**src/hw/rtl/tsq_pkg.sv**
```systemverilog
package tsq_pkg;

  localparam int SAMPLE_W   = 12;
  localparam int SAMPLE_MAX = 4095;
  localparam int COUNT_W    = 32;
  localparam int IN_DATA_W  = 6 * SAMPLE_W;
  localparam int CFG_IDX_W  = 2;
  localparam int FRAMES_W   = 2;

  localparam int POINTS_PER_FRAME_DEF = 4;
  localparam int SCREEN_COLUMNS_DEF   = 320;
  localparam int SCREEN_ROWS_DEF      = 240;
  localparam int RAW_LOW_DEF          = 250;
  localparam int RAW_HIGH_DEF         = 3850;

  localparam int BUTTON_ROW  = 180;
  localparam int LEFT_EDGE   = 106;
  localparam int MIDDLE_EDGE = 210;

  localparam logic [SAMPLE_W-1:0] VALID_LOW_RST    = 12'd150;
  localparam logic [SAMPLE_W-1:0] VALID_HIGH_RST   = 12'd3950;
  localparam logic [SAMPLE_W-1:0] SPREAD_LIMIT_RST = 12'd70;
  localparam logic [FRAMES_W-1:0] FRAMES_RST       = 2'd2;
  localparam logic [FRAMES_W-1:0] STABLE_MAX       = 2'd3;
  localparam logic [SAMPLE_W-1:0] SAMPLE_TOP       = 12'd4095;

  localparam logic [CFG_IDX_W-1:0] CFG_VALID_LOW     = 2'd0;
  localparam logic [CFG_IDX_W-1:0] CFG_VALID_HIGH    = 2'd1;
  localparam logic [CFG_IDX_W-1:0] CFG_SPREAD_LIMIT  = 2'd2;
  localparam logic [CFG_IDX_W-1:0] CFG_FRAMES_NEEDED = 2'd3;

  typedef enum logic [1:0] {
    BTN_NONE   = 2'd0,
    BTN_LEFT   = 2'd1,
    BTN_MIDDLE = 2'd2,
    BTN_RIGHT  = 2'd3
  } button_t;

endpackage

```
**src/hw/rtl/tsq_best_pair.sv**
```systemverilog
module tsq_best_pair (
  input  logic [tsq_pkg::SAMPLE_W-1:0] a,
  input  logic [tsq_pkg::SAMPLE_W-1:0] b,
  input  logic [tsq_pkg::SAMPLE_W-1:0] c,
  output logic [tsq_pkg::SAMPLE_W-1:0] filt
);
  import tsq_pkg::*;

  logic [SAMPLE_W-1:0] d_ab, d_ac, d_bc;
  logic [SAMPLE_W:0]   pair_sum;

  assign d_ab = (a > b) ? a - b : b - a;
  assign d_ac = (a > c) ? a - c : c - a;
  assign d_bc = (b > c) ? b - c : c - b;

  always_comb begin
    if (d_ab <= d_ac && d_ab <= d_bc) begin
      pair_sum = {1'b0, a} + {1'b0, b};
    end else if (d_ac <= d_ab && d_ac <= d_bc) begin
      pair_sum = {1'b0, a} + {1'b0, c};
    end else begin
      pair_sum = {1'b0, b} + {1'b0, c};
    end
  end

  assign filt = pair_sum[SAMPLE_W:1];

endmodule

```
**src/hw/rtl/touch_sample_qualifier_core.sv**
```systemverilog
// channel | ports                          | payload
// input   | in_tvalid in_tready in_tdata   | one point reading, three x and three y conversions
// result  | out_tvalid out_tready out_tdata | one frame summary per POINTS_PER_FRAME items
// config  | cfg_wr_en cfg_index cfg_wdata  | window, spread limit, frames needed
//
// one item accepted per cycle unless results stall, through an eight-register pipeline
// a frame result passes the accumulate, average, qualify, mapping and output registers
// the mapping stages use two multipliers per axis in separate stages
// synchronous reset restores config defaults and clears frame and stable state
// a stalled result backs the pipeline up one stage at a time, bubbles fill first
module touch_sample_qualifier_core #(
  parameter int POINTS_PER_FRAME = tsq_pkg::POINTS_PER_FRAME_DEF,
  parameter int SCREEN_COLUMNS   = tsq_pkg::SCREEN_COLUMNS_DEF,
  parameter int SCREEN_ROWS      = tsq_pkg::SCREEN_ROWS_DEF,
  parameter int RAW_LOW          = tsq_pkg::RAW_LOW_DEF,
  parameter int RAW_HIGH         = tsq_pkg::RAW_HIGH_DEF,
  localparam int SX_W       = $clog2(SCREEN_COLUMNS),
  localparam int SY_W       = $clog2(SCREEN_ROWS),
  localparam int OUT_RAW_W  = 4 * tsq_pkg::SAMPLE_W + 5 + SX_W + SY_W + 2 + tsq_pkg::COUNT_W,
  localparam int OUT_DATA_W = ((OUT_RAW_W + 7) / 8) * 8
) (
  input  logic                              clk,
  input  logic                              rst_n,
  input  logic                              in_tvalid,
  output logic                              in_tready,
  // x_first, x_second, x_third, y_first, y_second, y_third
  input  logic [tsq_pkg::IN_DATA_W-1:0]     in_tdata,
  output logic                              out_tvalid,
  input  logic                              out_tready,
  // avg_x, avg_y, spread_x, spread_y, in_window, is_stable, stable_count,
  // reported, screen_x, screen_y, button, touch_count, zero fill
  output logic [OUT_DATA_W-1:0]             out_tdata,
  input  logic                              cfg_wr_en,
  input  logic [tsq_pkg::CFG_IDX_W-1:0]     cfg_index,
  input  logic [tsq_pkg::SAMPLE_W-1:0]      cfg_wdata
);
  import tsq_pkg::*;

  localparam int SUM_W      = $clog2(POINTS_PER_FRAME * SAMPLE_MAX + 1);
  localparam int IDX_W      = $clog2(POINTS_PER_FRAME);
  localparam int AVG_SH     = SUM_W + $clog2(POINTS_PER_FRAME);
  localparam int AVG_MUL_W  = SUM_W + 1;
  localparam int AVG_PROD_W = SUM_W + AVG_MUL_W;
  localparam logic [AVG_MUL_W-1:0] AVG_MUL = AVG_MUL_W'(
    ((64'd1 << AVG_SH) + 64'(POINTS_PER_FRAME) - 64'd1) / 64'(POINTS_PER_FRAME));

  localparam int MAP_N_W    = 2 * SAMPLE_W;
  localparam int RAW_SPAN   = RAW_HIGH - RAW_LOW;
  localparam int MAP_SH     = MAP_N_W + $clog2(RAW_SPAN);
  localparam int MAP_MUL_W  = MAP_N_W + 1;
  localparam int MAP_PROD_W = MAP_N_W + MAP_MUL_W;
  localparam logic [MAP_MUL_W-1:0] MAP_MUL = MAP_MUL_W'(
    ((64'd1 << MAP_SH) + 64'(RAW_SPAN) - 64'd1) / 64'(RAW_SPAN));

  localparam logic [SAMPLE_W-1:0] COL_LAST = SAMPLE_W'(SCREEN_COLUMNS - 1);
  localparam logic [SAMPLE_W-1:0] ROW_LAST = SAMPLE_W'(SCREEN_ROWS - 1);
  localparam logic [SAMPLE_W-1:0] RAW_LOW_V = SAMPLE_W'(RAW_LOW);
  localparam logic [IDX_W-1:0]    LAST_IDX  = IDX_W'(POINTS_PER_FRAME - 1);

  typedef struct packed {
    logic [SAMPLE_W-1:0] avg_x;
    logic [SAMPLE_W-1:0] avg_y;
    logic [SAMPLE_W-1:0] spread_x;
    logic [SAMPLE_W-1:0] spread_y;
    logic                in_window;
    logic                is_stable;
    logic [FRAMES_W-1:0] stable_count;
    logic                reported;
    logic [COUNT_W-1:0]  touch_count;
  } frame_info_t;

  // config registers
  logic [SAMPLE_W-1:0] valid_low_r, valid_high_r, spread_limit_r;
  logic [FRAMES_W-1:0] frames_needed_r;

  always_ff @(posedge clk) begin
    if (!rst_n) begin
      valid_low_r     <= VALID_LOW_RST;
      valid_high_r    <= VALID_HIGH_RST;
      spread_limit_r  <= SPREAD_LIMIT_RST;
      frames_needed_r <= FRAMES_RST;
    end else if (cfg_wr_en) begin
      case (cfg_index)
        CFG_VALID_LOW:     valid_low_r     <= cfg_wdata;
        CFG_VALID_HIGH:    valid_high_r    <= cfg_wdata;
        CFG_SPREAD_LIMIT:  spread_limit_r  <= cfg_wdata;
        CFG_FRAMES_NEEDED: frames_needed_r <= cfg_wdata[FRAMES_W-1:0];
        default: ;
      endcase
    end
  end

  // stage valids and ready chain
  logic v0_r, v1_r, v2_r, v3_r, v4_r, v5_r, v6_r, out_valid_r;
  logic rdy0, rdy1, rdy2, rdy3, rdy4, rdy5, rdy6, rdy_out;

  assign rdy_out = !out_valid_r || out_tready;
  assign rdy6    = !v6_r || rdy_out;
  assign rdy5    = !v5_r || rdy6;
  assign rdy4    = !v4_r || rdy5;
  assign rdy3    = !v3_r || rdy4;
  assign rdy2    = !v2_r || rdy3;
  assign rdy1    = !v1_r || rdy2;
  assign rdy0    = !v0_r || rdy1;

  assign in_tready  = rdy0;
  assign out_tvalid = out_valid_r;

  logic [IDX_W-1:0] pt_idx_r;
  logic fire1, fire3, last_pt;
  assign fire1   = v1_r && rdy2;
  assign fire3   = v3_r && rdy4;
  assign last_pt = (pt_idx_r == LAST_IDX);

  always_ff @(posedge clk) begin
    if (!rst_n) begin
      v0_r        <= 1'b0;
      v1_r        <= 1'b0;
      v2_r        <= 1'b0;
      v3_r        <= 1'b0;
      v4_r        <= 1'b0;
      v5_r        <= 1'b0;
      v6_r        <= 1'b0;
      out_valid_r <= 1'b0;
    end else begin
      if (rdy0) v0_r <= in_tvalid;
      if (rdy1) v1_r <= v0_r;
      if (rdy2) v2_r <= v1_r && last_pt;
      if (rdy3) v3_r <= v2_r;
      if (rdy4) v4_r <= v3_r;
      if (rdy5) v5_r <= v4_r;
      if (rdy6) v6_r <= v5_r;
      if (rdy_out) out_valid_r <= v6_r;
    end
  end

  // input register
  logic [2:0][SAMPLE_W-1:0] s0_x_r, s0_y_r;

  always_ff @(posedge clk) begin
    if (rdy0) begin
      s0_x_r <= in_tdata[3*SAMPLE_W-1:0];
      s0_y_r <= in_tdata[6*SAMPLE_W-1:3*SAMPLE_W];
    end
  end

  // closest pair per axis
  logic [SAMPLE_W-1:0] filt_x, filt_y;
  logic [SAMPLE_W-1:0] s1_fx_r, s1_fy_r;

  tsq_best_pair u_pair_x (
    .a    (s0_x_r[0]),
    .b    (s0_x_r[1]),
    .c    (s0_x_r[2]),
    .filt (filt_x)
  );

  tsq_best_pair u_pair_y (
    .a    (s0_y_r[0]),
    .b    (s0_y_r[1]),
    .c    (s0_y_r[2]),
    .filt (filt_y)
  );

  always_ff @(posedge clk) begin
    if (rdy1) begin
      s1_fx_r <= filt_x;
      s1_fy_r <= filt_y;
    end
  end

  // frame accumulation
  logic [SUM_W-1:0]    sum_x_r, sum_y_r, sum_x_nxt, sum_y_nxt;
  logic [SAMPLE_W-1:0] lo_x_r, hi_x_r, lo_y_r, hi_y_r;
  logic [SAMPLE_W-1:0] lo_x_nxt, hi_x_nxt, lo_y_nxt, hi_y_nxt;

  assign sum_x_nxt = sum_x_r + SUM_W'(s1_fx_r);
  assign sum_y_nxt = sum_y_r + SUM_W'(s1_fy_r);
  assign lo_x_nxt  = (s1_fx_r < lo_x_r) ? s1_fx_r : lo_x_r;
  assign hi_x_nxt  = (s1_fx_r > hi_x_r) ? s1_fx_r : hi_x_r;
  assign lo_y_nxt  = (s1_fy_r < lo_y_r) ? s1_fy_r : lo_y_r;
  assign hi_y_nxt  = (s1_fy_r > hi_y_r) ? s1_fy_r : hi_y_r;

  always_ff @(posedge clk) begin
    if (!rst_n || (fire1 && last_pt)) begin
      pt_idx_r <= '0;
      sum_x_r  <= '0;
      sum_y_r  <= '0;
      lo_x_r   <= SAMPLE_TOP;
      hi_x_r   <= '0;
      lo_y_r   <= SAMPLE_TOP;
      hi_y_r   <= '0;
    end else if (fire1) begin
      pt_idx_r <= pt_idx_r + 1'b1;
      sum_x_r  <= sum_x_nxt;
      sum_y_r  <= sum_y_nxt;
      lo_x_r   <= lo_x_nxt;
      hi_x_r   <= hi_x_nxt;
      lo_y_r   <= lo_y_nxt;
      hi_y_r   <= hi_y_nxt;
    end
  end

  logic [SUM_W-1:0]    s2_sum_x_r, s2_sum_y_r;
  logic [SAMPLE_W-1:0] s2_lo_x_r, s2_hi_x_r, s2_lo_y_r, s2_hi_y_r;

  always_ff @(posedge clk) begin
    if (rdy2) begin
      s2_sum_x_r <= sum_x_nxt;
      s2_sum_y_r <= sum_y_nxt;
      s2_lo_x_r  <= lo_x_nxt;
      s2_hi_x_r  <= hi_x_nxt;
      s2_lo_y_r  <= lo_y_nxt;
      s2_hi_y_r  <= hi_y_nxt;
    end
  end

  // average by reciprocal multiply, spreads
  logic [AVG_PROD_W-1:0] avg_x_prod, avg_y_prod;
  logic [SAMPLE_W-1:0]   s3_avg_x_r, s3_avg_y_r, s3_spr_x_r, s3_spr_y_r;

  assign avg_x_prod = AVG_PROD_W'(s2_sum_x_r) * AVG_PROD_W'(AVG_MUL);
  assign avg_y_prod = AVG_PROD_W'(s2_sum_y_r) * AVG_PROD_W'(AVG_MUL);

  always_ff @(posedge clk) begin
    if (rdy3) begin
      s3_avg_x_r <= SAMPLE_W'(avg_x_prod >> AVG_SH);
      s3_avg_y_r <= SAMPLE_W'(avg_y_prod >> AVG_SH);
      s3_spr_x_r <= s2_hi_x_r - s2_lo_x_r;
      s3_spr_y_r <= s2_hi_y_r - s2_lo_y_r;
    end
  end

  // qualification and stable-frame state
  logic [FRAMES_W-1:0] stable_cnt_r, cnt_nxt;
  logic [COUNT_W-1:0]  touch_total_r, touch_nxt;
  logic                win, stab, rep_nxt;
  frame_info_t         info_nxt, s4_info_r, s5_info_r, s6_info_r;
  logic [SAMPLE_W-1:0] s4_dx_r, s4_dy_r;

  assign win = (s3_avg_x_r > valid_low_r) && (s3_avg_x_r < valid_high_r) &&
               (s3_avg_y_r > valid_low_r) && (s3_avg_y_r < valid_high_r);
  assign stab = (s3_spr_x_r < spread_limit_r) && (s3_spr_y_r < spread_limit_r);

  always_comb begin
    if (!(win && stab)) begin
      cnt_nxt = '0;
    end else if (stable_cnt_r == STABLE_MAX) begin
      cnt_nxt = STABLE_MAX;
    end else begin
      cnt_nxt = stable_cnt_r + 1'b1;
    end
  end

  assign rep_nxt   = (cnt_nxt >= frames_needed_r);
  assign touch_nxt = touch_total_r + COUNT_W'(rep_nxt);

  always_comb begin
    info_nxt.avg_x        = s3_avg_x_r;
    info_nxt.avg_y        = s3_avg_y_r;
    info_nxt.spread_x     = s3_spr_x_r;
    info_nxt.spread_y     = s3_spr_y_r;
    info_nxt.in_window    = win;
    info_nxt.is_stable    = stab;
    info_nxt.stable_count = cnt_nxt;
    info_nxt.reported     = rep_nxt;
    info_nxt.touch_count  = touch_nxt;
  end

  always_ff @(posedge clk) begin
    if (!rst_n) begin
      stable_cnt_r  <= '0;
      touch_total_r <= '0;
    end else if (fire3) begin
      stable_cnt_r  <= cnt_nxt;
      touch_total_r <= touch_nxt;
    end
  end

  always_ff @(posedge clk) begin
    if (rdy4) begin
      s4_info_r <= info_nxt;
      s4_dx_r   <= (s3_avg_x_r > RAW_LOW_V) ? s3_avg_x_r - RAW_LOW_V : '0;
      s4_dy_r   <= (s3_avg_y_r > RAW_LOW_V) ? s3_avg_y_r - RAW_LOW_V : '0;
    end
  end

  // screen mapping
  logic [MAP_N_W-1:0]    s5_px_r, s5_py_r;
  logic [MAP_PROD_W-1:0] s6_qx_r, s6_qy_r;

  always_ff @(posedge clk) begin
    if (rdy5) begin
      s5_info_r <= s4_info_r;
      s5_px_r   <= MAP_N_W'(s4_dx_r) * MAP_N_W'(COL_LAST);
      s5_py_r   <= MAP_N_W'(s4_dy_r) * MAP_N_W'(ROW_LAST);
    end
  end

  always_ff @(posedge clk) begin
    if (rdy6) begin
      s6_info_r <= s5_info_r;
      s6_qx_r   <= MAP_PROD_W'(s5_px_r) * MAP_PROD_W'(MAP_MUL);
      s6_qy_r   <= MAP_PROD_W'(s5_py_r) * MAP_PROD_W'(MAP_MUL);
    end
  end

  logic [MAP_N_W-1:0]  qx, qy;
  logic [SAMPLE_W-1:0] scr_x, scr_y, scr_x_out, scr_y_out;
  button_t             btn;

  assign qx    = MAP_N_W'(s6_qx_r >> MAP_SH);
  assign qy    = MAP_N_W'(s6_qy_r >> MAP_SH);
  assign scr_x = (qx > MAP_N_W'(COL_LAST)) ? COL_LAST : qx[SAMPLE_W-1:0];
  assign scr_y = (qy > MAP_N_W'(ROW_LAST)) ? ROW_LAST : qy[SAMPLE_W-1:0];

  always_comb begin
    scr_x_out = '0;
    scr_y_out = '0;
    btn       = BTN_NONE;
    if (s6_info_r.reported) begin
      scr_x_out = scr_x;
      scr_y_out = scr_y;
      if (scr_y >= SAMPLE_W'(BUTTON_ROW)) begin
        if (scr_x < SAMPLE_W'(LEFT_EDGE)) begin
          btn = BTN_LEFT;
        end else if (scr_x < SAMPLE_W'(MIDDLE_EDGE)) begin
          btn = BTN_MIDDLE;
        end else begin
          btn = BTN_RIGHT;
        end
      end
    end
  end

  logic [OUT_DATA_W-1:0] out_tdata_r;

  always_ff @(posedge clk) begin
    if (rdy_out) begin
      out_tdata_r <= OUT_DATA_W'({s6_info_r.touch_count, btn,
                                  scr_y_out[SY_W-1:0], scr_x_out[SX_W-1:0],
                                  s6_info_r.reported, s6_info_r.stable_count,
                                  s6_info_r.is_stable, s6_info_r.in_window,
                                  s6_info_r.spread_y, s6_info_r.spread_x,
                                  s6_info_r.avg_y, s6_info_r.avg_x});
    end
  end

  assign out_tdata = out_tdata_r;

  a_point_index: assert property (@(posedge clk) disable iff (!rst_n)
    pt_idx_r <= LAST_IDX)
    else $error("point index past end of frame");

  a_full_stall: assert property (@(posedge clk) disable iff (!rst_n)
    !in_tready |-> (out_valid_r && !out_tready))
    else $error("input stalled while pipeline has room");

  a_clamp: assert property (@(posedge clk) disable iff (!rst_n)
    v6_r |-> (scr_x <= COL_LAST) && (scr_y <= ROW_LAST))
    else $error("screen coordinate out of range");

  a_report_ok: assert property (@(posedge clk) disable iff (!rst_n)
    (v4_r && s4_info_r.reported) |->
      ((s4_info_r.in_window && s4_info_r.is_stable) || (frames_needed_r == '0)))
    else $error("touch reported on an unqualified frame");

endmodule

```
**config.mk**
```make
export PLATFORM = sky130hd
export DESIGN_NAME = touch_sample_qualifier_core
export DESIGN_NICKNAME = d
export VERILOG_FILES = /design/src/hw/rtl/tsq_pkg.sv /design/src/hw/rtl/tsq_best_pair.sv /design/src/hw/rtl/touch_sample_qualifier_core.sv
export SDC_FILE = /design/constraint.sdc
export NUM_CORES = 2
export LEC_CHECK = 0
export ABC_CLOCK_PERIOD_IN_PS = 9750
export BUFFER_PORTS_ARGS = -buffer_cell sky130_fd_sc_hd__buf_2
export CAP_MARGIN = 20
export CORE_MARGIN = 5
export CORE_UTILIZATION = 64
export CTS_CLUSTER_DIAMETER = 60
export DETAILED_ROUTE_END_ITERATION = 12
export PLACE_DENSITY = 0.82
export SLEW_MARGIN = 20
export SYNTH_ARGS = -nofsm -noshare
export SYNTH_HDL_FRONTEND = slang
export SYNTH_HIERARCHICAL = 1
export SYNTH_SLANG_ARGS = --single-unit
```
**constraint.sdc**
```tcl
create_clock -name clk -period 9.75 [get_ports clk]
set_clock_uncertainty 0.2 [all_clocks]
set_input_delay 0.975 -clock clk [delete_from_list [all_inputs] [get_ports clk]]
set_output_delay 0.975 -clock clk [all_outputs]
set_load 0.02 [all_outputs]
```
After elaboration in Yosys (flattened, before gate mapping)
Cells that the tools add are included.
{"block": "totals", "regBits": 894, "inputBits": 91, "out_inout_bits": 106, "elab_cells": 204}
{"block": "classes", "n_addsub": 27, "n_mul": 4, "n_lt_le_gt_ge": 32, "eq_ne": 5, "mux": 20, "bitwise": 2, "reduce_logical": 38}
{"op": "subtractor 12 bit", "count": 14}
{"op": "two-way mux 12 bit", "count": 12}
{"op": "> comparator 12 bit", "count": 10}
{"op": "less-or-equal comparator 12 bit", "count": 8}
{"op": "adder 12 x 12 -> 13 bit", "count": 6}
{"op": "less-than comparator 12 bit", "count": 6}
{"op": "two-way mux 13 bit", "count": 4}
{"op": "multiplier 21 x 22 -> 43 bit, second input constant", "count": 1}
{"op": "multiplier 20 x 22 -> 42 bit, second input constant", "count": 1}
{"op": "adder 32 x 1 -> 32 bit", "count": 1}
{"op": "adder 14 x 12 -> 14 bit", "count": 2}
{"op": "> comparator 12 x 8 -> 1 bit, second input constant", "count": 2}
{"op": "subtractor 12 x 8 -> 12 bit, second input constant", "count": 2}
{"op": "multiplier 12 x 9 -> 21 bit, second input constant", "count": 1}
{"op": "multiplier 12 x 8 -> 20 bit, second input constant", "count": 1}
{"op": "> comparator 13 x 8 -> 1 bit, second input constant", "count": 1}
{"op": "> comparator 13 x 9 -> 1 bit, second input constant", "count": 1}
{"op": "logical AND 1 bit", "count": 13}
{"op": "greater-or-equal comparator 12 x 8 -> 1 bit, second input constant", "count": 1}
{"op": "less-than comparator 12 x 7 -> 1 bit, second input constant", "count": 1}
{"op": "less-than comparator 12 x 8 -> 1 bit, second input constant", "count": 1}
{"op": "AND reduction 2 bit", "count": 5}
{"op": "logical NOT 1 bit", "count": 9}
{"op": "logical OR 1 bit", "count": 9}
{"op": "other kinds (9)", "count": 16}

Longest topological paths before layout
{"block": "depth", "depth_word": 10, "depth_mapped": 35, "mapped_depth_nobuf": 33}

Hierarchy
Netlist, hierarchy kept.
{"module": "touch_sample_qualifier_core", "n_inst": 1, "cells_each": 3976, "area_each_um2": 49505.0, "seq_area_each_um2": 22952.0}
{"module": "tsq_best_pair at u_pair_x", "n_inst": 1, "cells_each": 694, "area_each_um2": 5230.0, "seq_area_each_um2": 0.0}
{"module": "tsq_best_pair at u_pair_y", "n_inst": 1, "cells_each": 651, "area_each_um2": 4922.2, "seq_area_each_um2": 0.0}

Worst setup path after synthesis
Ideal clock, no wire load.
{"block": "synth_path", "path_kind": "flip-flop to flip-flop", "from": "register s0_y_r[0] (netlist bit)", "to": "register s1_fy_r[11] (data pin)", "setup_time_ns": 0.254, "t_arrival_ns": 6.592, "required_time_ns": 9.296, "setup_slack_ns": 2.703, "stages_incl_launch_ff": 33, "n_path_buf": 1, "synth_period_minus_slack_ns": 7.047, "path_cell_list": "edfxtp_1 inv_1 ha_1 inv_1 fa_1 a21o_1 a21o_1 a2111o_1 a31oi_4 a21oi_4 a211o_1 o211a_1 o21ai_2 nand2b_1 xnor2_1 ha_1 and4_1 a221o_1 a2bb2oi_1 nor2_1 clkbuf_1 o21ai_0 fa_1 a21o_1 a21oi_1 o21bai_1 a21oi_1 o21bai_1 a21oi_1 o21bai_1 a2111oi_0 o21ai_0 o21a_1"}
{"block": "synth_between", "elab_chain_cells": 6, "elab_cells_between_ends": 18, "classes_between": "6 x add/sub; 6 x order compare; 4 x mux; 2 x reduce/logical"}
{"item": "start, declared", "line_no": "touch_sample_qualifier_core.sv:138", "source": "logic [2:0][SAMPLE_W-1:0] s0_x_r, s0_y_r;"}
{"item": "start signal, assigned", "line_no": "touch_sample_qualifier_core.sv:143", "source": "s0_y_r <= in_tdata[6*SAMPLE_W-1:3*SAMPLE_W];"}
{"item": "subtractor 12 bit (tied with other cells)", "line_no": "tsq_best_pair.sv:13", "source": "assign d_ac = (a > c) ? a - c : c - a;"}
{"item": "two-way mux 12 bit, on equally long branches", "line_no": "tsq_best_pair.sv:13, tsq_best_pair.sv:12"}
{"item": "less-or-equal comparator 12 bit", "line_no": "tsq_best_pair.sv:19", "source": "end else if (d_ac <= d_ab && d_ac <= d_bc) begin"}
{"item": "logical AND 1 bit", "line_no": "tsq_best_pair.sv:19"}
{"item": "two-way mux 13 bit", "line_no": "tsq_best_pair.sv:19"}
{"item": "two-way mux 13 bit (*)", "line_no": "tsq_best_pair.sv:17", "source": "if (d_ab <= d_ac && d_ab <= d_bc) begin"}
{"item": "via filt_y[11]", "line_no": "touch_sample_qualifier_core.sv:148", "source": "logic [SAMPLE_W-1:0] filt_x, filt_y;"}
{"item": "end signal, assigned", "line_no": "touch_sample_qualifier_core.sv:168", "source": "s1_fy_r <= filt_y;"}
{"item": "end, declared", "line_no": "touch_sample_qualifier_core.sv:149", "source": "logic [SAMPLE_W-1:0] s1_fx_r, s1_fy_r;"}
Mark *: on every way through the listed nets, which the timed path passes. The rest lies on a longest branch.
A chain may end at the register's enable or synchronous reset.

Final worst setup path
{"block": "layout_path", "from": "register s0_y_r[2] (netlist bit)", "to": "register s1_fy_r[11] (data pin)"}
Same word-level chain as after synthesis.

==> results.md <==
* Status: finished clean
* RR Endpoint: s1_fy_r[11]
* Crit path from: s0_y_r[2]
* Buffers added on ports at 196
* Total Wirelength at approximately 140 mm
* Maxcap violations at 0
* Chip height at between 300 and 400 um
* Clock root buffer: clkbuf_16
* Final Cycle Share at 0.869
* Yosys warning total at 6
* Layout area overhead at 9.42%
* CP Data Required Time at 9.96 ns
* Gp weighted congestion at roughly 0.94
* Setup-failing EPs final at 0
* Hold_buf cts at 0
* Slew Viols, Final at 0
* Global-route wire length before repair at roughly 220 mm
* CTS sink count at a little over 800
* EDFF count, synth at ~660
* Iteration count of the initial detailed-routing pass at 5
* Worst setup slack after layout at 1.28 ns
* Core area at between 0.09 and 0.1 mm2
* Fillers at 6502
* WS Path Type: reg2reg
* Drt drc at 0
* Critical Path Max Stage Delay at 0.55 ns
* Vias post-DR at between 30000 and 40000
* Max Fanout on Critical Path at 19
* Seq cells post-synth at about 820
* Die Area at a little under 0.1 mm2
* GRT overflow at 0
* Fin Hold WS at between 0.15 and 0.2 ns
* Final Hold Fails at 0
* Post-layout util at 0.703
* Routed Antenna Nets at 0
* Post-layout min period at 8.47 ns
* Cells after Synth at ~5300
* CTS tree: built
* Clock Tree Buf Depth at 3
* GRT Total Usage at 0.277
* Syn Area/Cell at between 10 and 15 um2
* Setup TNS at 0 ns
* Hpwl dp at around 110 mm
* Setup WS pre-CTS at 1.44 ns
* Worst Tran Pin Value at ~1.1 ns
* Hold Path Depth at 0
* Slowest cell on crit path: a21oi_4
* CP dominant cell by count: a21oi_1
* Setup slack, reg-to-reg at 1.28 ns
* Most common cell after layout, fill and taps aside: ha_1
* Asr flop ratio synth at 0
* Vias/cell at 5.79
* Total CTS buffers at 96
* Syn nets at roughly 6700
* Htree depth at 3
* Post-CTS Setup Inserts at 0
* Final net count at 6920
* Reg2reg start: s0_y_r[2]
* Vias in the first global route at 41400
* Worst setup EP type: flip-flop
* Relative slew slack at 0.240
* Synth cell types at 100
* CTS resizes at 0
* Share of cells above drive strength 1 at 0.0844
* Initial antenna violation count at 5
* Synthesized area at a little under 0.06 mm2
* Dominant synthesized flop cell: edfxtp_1
* FF/Latch Area at between 0.02 and 0.025 mm2
* RSZ-0062 raised after global routing: no
* Largest net degree at the start of global routing at 86
* Tightest Hold Check Type: reg2reg
* Area of the multi-input gates at approximately 0.033 mm2
* WP data arrival at between 8 and 9 ns
* Family with the most delay on the worst path: compound AO/OA/AOI/OAI gates
* CP Buf/Inv Count at 1
* Hold Path Sink: s6_info_r[75]
* Chip Width at 315 um
* Clock slew at reported path FFs at approximately 0.060 ns
* Hold path startpoint: s5_info_r[75]
* Commonest cells after routing, fill and taps aside: 934 x ha_1, 827 x inv_1, 659 x edfxtp_1, 352 x fa_1, 301 x nand2_1
* Initial DRC count at ~3000
* Max Fclk at 118 MHz
* Worst skew pair latency at 0.70 ns
* Crit path launch type: flip-flop
* Sequential area share after synthesis at 0.385
* Initial Util at 0.642
* Boundary Pins at 197
* Num rows at 112
* WL per Instance at 19.7 um
* Reg2reg path depth at 30
sequential cells by signal, summed over array words and instances (netlist names), 20 cells and up:
signal / count
out_tdata: 104
s0_x_r: 36
s0_y_r: 36
s4_info_r: 85
s5_info_r: 85
s5_px_r: 21
s5_py_r: 20
s6_info_r: 85
touch_total_r: 32
Yosys cell counts (13+ instances only):
| library cell | number | share of area |
|---|---|---|
| a211oi_1 | 39 | 0.0049 |
| a21boi_0 | 46 | 0.0058 |
| a21o_1 | 116 | 0.015 |
| a21oi_1 | 250 | 0.021 |
| a221oi_1 | 15 | 0.0022 |
| a31oi_1 | 23 | 0.0024 |
| and2_1 | 51 | 0.0053 |
| and3_1 | 20 | 0.0021 |
| buf_2 | 13 | 0.0011 |
| clkbuf_1 | 72 | 0.0045 |
| dfxtp_1 | 158 | 0.053 |
| edfxtp_1 | 659 | 0.33 |
| fa_1 | 352 | 0.12 |
| ha_1 | 934 | 0.20 |
| inv_1 | 831 | 0.052 |
| mux2_2 | 36 | 0.0068 |
| mux2i_1 | 47 | 0.0079 |
| nand2_1 | 304 | 0.019 |
| nand2b_1 | 40 | 0.0042 |
| nand3_1 | 92 | 0.0077 |
| nand4_1 | 56 | 0.0059 |
| nor2_1 | 191 | 0.012 |
| nor2b_1 | 55 | 0.0058 |
| nor3_1 | 45 | 0.0038 |
| nor4_1 | 14 | 0.0015 |
| o211a_1 | 21 | 0.0035 |
| o211ai_1 | 48 | 0.0060 |
| o21a_1 | 46 | 0.0058 |
| o21ai_0 | 203 | 0.017 |
| o21ai_1 | 19 | 0.0016 |
| o21bai_1 | 38 | 0.0048 |
| or2_2 | 18 | 0.0019 |
| or3_1 | 28 | 0.0029 |
| xnor2_1 | 176 | 0.026 |
| xor2_1 | 61 | 0.0090 |
final cells by class:
type	instances	share of cell area
repair buffers	214	0.0171
inverters	833	0.0481
flip-flops and latches	817	0.352
well taps	1254	0.0240
clock buffers	125	0.0402
clock inverters	56	0.0102
diodes	3	0.000115
multi-input cells	3581	0.509
per-layer routing:
| layer | part of all wire | wire, um | global-route usage |
|---|---|---|---|
| met1 | 0.42 | 56500 | 0.363 |
| met2 | 0.49 | 66600 | 0.476 |
| met3 | 0.063 | 8570 | 0.0457 |
| met4 | 0.032 | 4300 | 0.0898 |
| met5 | 0.00020 | 27 | 0 |
worst max-delay path by stage:
stage | end | cells after the start
finish | s1_fy_r[11] | 30
floorplan | s1_fy_r[11] | 32
global placement | s1_fy_r[11] | 32
CTS | s1_fy_r[11] | 32
detailed placement | s1_fy_r[11] | 32
global route | s1_fy_r[11] | 31
logic make-up after synthesis:
group / synth area share
AND/OR/NAND/NOR: 0.0806
adder cells (fa/ha/maj): 0.314
flip-flops: 0.385
buffers and inverters: 0.0589
XOR/XNOR: 0.0348
AO/OA/AOI/OAI: 0.111
multiplexers: 0.0154
through the flow:
stage | instances | cell area (um2)
5_1_grt | 6880 | 65300
6_report | 6883 | 65300
2_1_floorplan | 5321 | 59700
3_5_place_dp | 6699 | 62000
3_3_place_gp | 6699 | 62000
4_1_cts | 6880 | 65300
Power is left out: the tool's default activity adds up to more than one toggle a clock period on the data nets, which glitch-free logic cannot reach.
